[src/hw/rtl/mmm_pkg.sv]
// ----------------------------------------------------------------------------
// mmm_pkg - Montgomery multiplier shared types
// Operation codes, register indexes and the record handed along the cell chain.
// ----------------------------------------------------------------------------
package mmm_pkg;

	localparam int unsigned OP_W  = 32;
	localparam int unsigned REG_W = 31;
	localparam int unsigned K_W   = 5;

	typedef enum logic [1:0] {
		KIND_CONV_IN  = 2'd0,
		KIND_MUL      = 2'd1,
		KIND_CONV_OUT = 2'd2,
		KIND_NONE     = 2'd3
	} kind_t;

	typedef enum logic [1:0] {
		REG_MODULUS = 2'd0,
		REG_NEG_INV = 2'd1,
		REG_R2      = 2'd2,
		REG_R_BITS  = 2'd3
	} reg_idx_t;

	typedef struct packed {
		kind_t              kind;
		logic [OP_W-1:0]    a;
		logic [REG_W-1:0]   b;
		logic [OP_W-1:0]    rem;
	} cell_t;

	typedef struct packed {
		logic [REG_W-1:0] modulus;
		logic [REG_W-1:0] neg_inv;
		logic [REG_W-1:0] r2;
		logic [K_W-1:0]   k;
	} cfg_t;

endpackage

[src/hw/rtl/mmm_div_cell.sv]
// ----------------------------------------------------------------------------
// mmm_div_cell - one restoring remainder step
// Brings in one operand bit, subtracts the modulus when it fits, registers.
// ----------------------------------------------------------------------------
module mmm_div_cell #(
	parameter int unsigned BIT_POS = 31
) (
	input  logic                       clk,
	input  logic                       arst_n,
	input  logic                       in_valid,
	input  mmm_pkg::cell_t             in_data,
	output logic                       in_ready,
	output logic                       out_valid,
	output mmm_pkg::cell_t             out_data,
	input  logic                       out_ready,
	input  logic [mmm_pkg::REG_W-1:0]  modulus
);
	import mmm_pkg::*;

	logic          v_q;
	cell_t         d_q;
	cell_t         nxt;
	logic [OP_W:0] sh;
	logic [OP_W:0] diff;

	assign in_ready = !v_q || out_ready;

	always_comb begin
		sh   = {in_data.rem, in_data.a[BIT_POS]};
		diff = sh - {{(OP_W + 1 - REG_W){1'b0}}, modulus};
		nxt  = in_data;
		if (sh >= {{(OP_W + 1 - REG_W){1'b0}}, modulus}) begin
			nxt.rem = diff[OP_W-1:0];
		end else begin
			nxt.rem = sh[OP_W-1:0];
		end
	end

	always_ff @(posedge clk or negedge arst_n) begin
		if (!arst_n) begin
			v_q <= 1'b0;
		end else if (in_ready) begin
			v_q <= in_valid;
		end
	end

	always_ff @(posedge clk) begin
		if (in_ready && in_valid) begin
			d_q <= nxt;
		end
	end

	assign out_valid = v_q;
	assign out_data  = d_q;
endmodule

[config.mk]
export PLATFORM = sky130hd
export DESIGN_NAME = mmm_div_cell
export DESIGN_NICKNAME = d
export VERILOG_FILES = /design/src/hw/rtl/mmm_pkg.sv /design/src/hw/rtl/mmm_div_cell.sv
export SDC_FILE = /design/constraint.sdc
export NUM_CORES = 1
export LEC_CHECK = 0
export BUFFER_PORTS_ARGS = -buffer_cell sky130_fd_sc_hd__buf_4
export CELL_PAD_IN_SITES_DETAIL_PLACEMENT = 1
export CELL_PAD_IN_SITES_GLOBAL_PLACEMENT = 2
export CORE_MARGIN = 2
export CORE_UTILIZATION = 29
export DETAILED_ROUTE_END_ITERATION = 10
export PLACE_DENSITY = 0.8
export SETUP_SLACK_MARGIN = 0.15
export SYNTH_ARGS = -nofsm -noshare
export SYNTH_HDL_FRONTEND = slang
export SYNTH_SLANG_ARGS = --single-unit
[constraint.sdc]
create_clock -name clk -period 3.7 [get_ports clk]
set_clock_uncertainty 0.15 [all_clocks]
set_input_delay 0.37 -clock clk [delete_from_list [all_inputs] [get_ports clk]]
set_output_delay 0.37 -clock clk [all_outputs]
set_load 0.02 [all_outputs]
==> qor.yml <==
yosysTopAreaCell: "edfxtp_1"
core_area_um2: 17800
die_area_um2: 19100
viasPerCell: 4.80
met1_usage_pct: 22.9
dp_hpwl_mm: 14.3
critPathArrivalTime_ns: 3.04
portBuffers: 230
vdd_drop_max_v: 0.000268
finalNonFillerCells: 907
path_class: "in2reg"
synth_edf_count: 97
setup_violations: 0
via_count: 4357
antenna_cells: 0
synth_area_um2: 5230
ys_warn_count: 0
tightest_slew_ns: 0.790
use_met3_pct: 5.68
drc_errors: 0
drive_gt1_share_pct: 39.8
cts.clk_slew.worst_paths_ns: 0.08
clock_latency_ns: 0.35
synth_async_sr_flop_share_pct: 1.02
required_ns: 3.66
power.density_nw_per_um2: 416
leakage_nw: 3.31
antenna_found_initial: 0
rr_worst_depth: 3
grt_start_max_net_pins: 65
syn_avg_cell_area_um2: 11.8
fin_util_pct: 42.0
synth_cell_type_count: 54
yosysSeqAreaShare_pct: 56.2
place_area_um2: 7200
status: "finished clean"
start_util_pct: 29.3
grt_pass1_vias: 4558
setup_tns_ns: 0
syn_to_final_growth_pct: 43.2
cts_made_buffers: 9
synth_top_area_share_pct: 55.7
finalHoldViolCount: 0
rsz0062_at_grt: "no"
grt_overflow: 0
drt-total-wl_mm: 17.8
pin_count: 231
drv_slew: 0
timing.final.crit_share_pct: 83.2
r2r_slack_ns: 1.70
drtIter0Drc: 229
synth_cells: 443
gp_congestion: 0.893
synth-main-ff-cell: "edfxtp_1"
syn-num-nets: 607
holdPathStages: 1
synth.ff_latch_count: 98
grtUsageTotal_pct: 18.4
path_max_fanout: 4
finalCriticalPeriod_ns: 3.08
cp-end-kind: "flip-flop"
postLayoutCellArea_um2: 7490
yosys-top-cells-area: "edfxtp_1, ha_1, a21oi_1, a21o_1, xor2_1"
fill_cells: 1970
clock_sinks: 98
hold_class: "in2reg"
use_met2_pct: 31.6
start_kind: "input port"
row_count: 49
busiest_layer: "met2"
die-height_um: 138
holdWs_ns: 0.0369
cts_tree: "built"
max_slew_margin_pct: 47.3
layout.nets: 837
max_cap_viol_count: 0
place_inst: 890
clockRootBuffer: "clkbuf_16"
cts_max_path_buffers: 2
wl_per_cell_um: 19.6
grt_pass1_wl_mm: 27.0
dr.pass1.iters: 5
fmax_ghz: 0.325
die-width_um: 138
htreeDepth: 3
ant_nets: 0
[cell families (layout without fill, tap and decap cells)]
kind of cell / Yosys count / count (layout) / synth area share [%]
XOR/XNOR: 29 / 29 / 4.86
AO/OA/AOI/OAI: 121 / 121 / 14.7
adder cells (fa/ha/maj): 32 / 32 / 7.80
buffers and inverters: 53 / 288 / 4.59
multiplexers: 10 / 10 / 2.51
flip-flops: 98 / 98 / 56.2
AND/OR/NAND/NOR: 100 / 100 / 9.31
[state kept, by name, summed over array words and instances, names as in the netlist]
name       count
out_valid      1
out_data      97
[routing by layer]
layer / routed length (um) / up-vias
met3: 1060 / 11
met5: 0 / -
li1: - / 2098
met2: 8840 / 149
met1: 7710 / 2099
met4: 169 / 0
[synthesized netlist by cell type (4+ instances only)]
library cell / count
nor2_1: 34
o21ai_0: 14
xnor2_1: 14
nand3_1: 12
a21o_1: 21
nor3_1: 5
mux2_4: 5
nand2_1: 19
xor2_1: 15
clkbuf_1: 11
and4_1: 4
inv_1: 34
mux2_2: 5
nand2b_1: 4
a211oi_1: 4
a21oi_1: 52
ha_1: 31
nand4_1: 7
a31oi_1: 5
buf_6: 5
edfxtp_1: 97
[metrics by stage]
stage / power, mW / setup WS, ns
2_1_floorplan: 1.87 / 0.813
3_3_place_gp: 2.21 / 0.243
3_5_place_dp: 2.23 / 0.226
4_1_cts: 3.16 / 0.607
5_1_grt: 3.27 / 0.486
6_report: 3.12 / 0.621
[placed cells by master (no fill, tap or decap), drive strengths merged, types with 3 or more instances in the layout]
master	count
a211oi	4
a21o	21
a21oi	53
a31oi	5
and2	3
and3	3
and4	4
buf	237
clkbuf	9
edfxtp	97
ha	31
inv	37
mux2	10
nand2	19
nand2b	4
nand3	12
nand4	7
nor2	34
nor3	5
o21ai	15
xnor2	14
xor2	15
[path summary, 6_finish.rpt]
check,startpoint,endpoint
setup reg to reg,out_valid,out_data[37]
setup / recovery,in_data[94],out_data[28]
hold / removal,in_data[84],out_data[84]
min in group asynchronous,arst_n,out_valid
max in group asynchronous,arst_n,out_valid
hold reg to reg,out_valid,out_valid
[layout make-up]
type                    count  area [um^2]  area share (%)
clock buffers               9          225            3.01
inverters                  34          128            1.70
repair buffers            238         1800            24.1
well taps                 229          287            3.83
multi-input cells         292         2050            27.4
flip-flops and latches     98         2940            39.2
clock inverters             7         52.6           0.702
[critical path, cell delays in order]
cell      delay, ns
buf_4          0.12
inv_1          0.05
ha_1           0.17
inv_1          0.06
fa_1           0.41
a21oi_1        0.25
o211ai_1       0.15
a31o_2         0.31
a21o_1         0.23
a31oi_1        0.35
o31ai_1        0.14
xor2_1         0.16
mux2_4         0.28
[timing repair]
| item | 4_1_cts | 5_1_grt |
|---|---|---|
| resized for setup | 0 | 0 |
| hold endpoints to repair | 1 | 0 |
| buffers inserted | 0 | 0 |
| hold buffers | 1 | 0 |
| setup endpoints to repair | 0 | 0 |
[power breakdown]
part,leakage [nW],switching (mW),internal (mW)
Combinational,2.25,0.457,0.380
Clock,0.132,0.454,0.463
Sequential,0.933,0.0258,1.34
(Power assumes the default switching activity.)
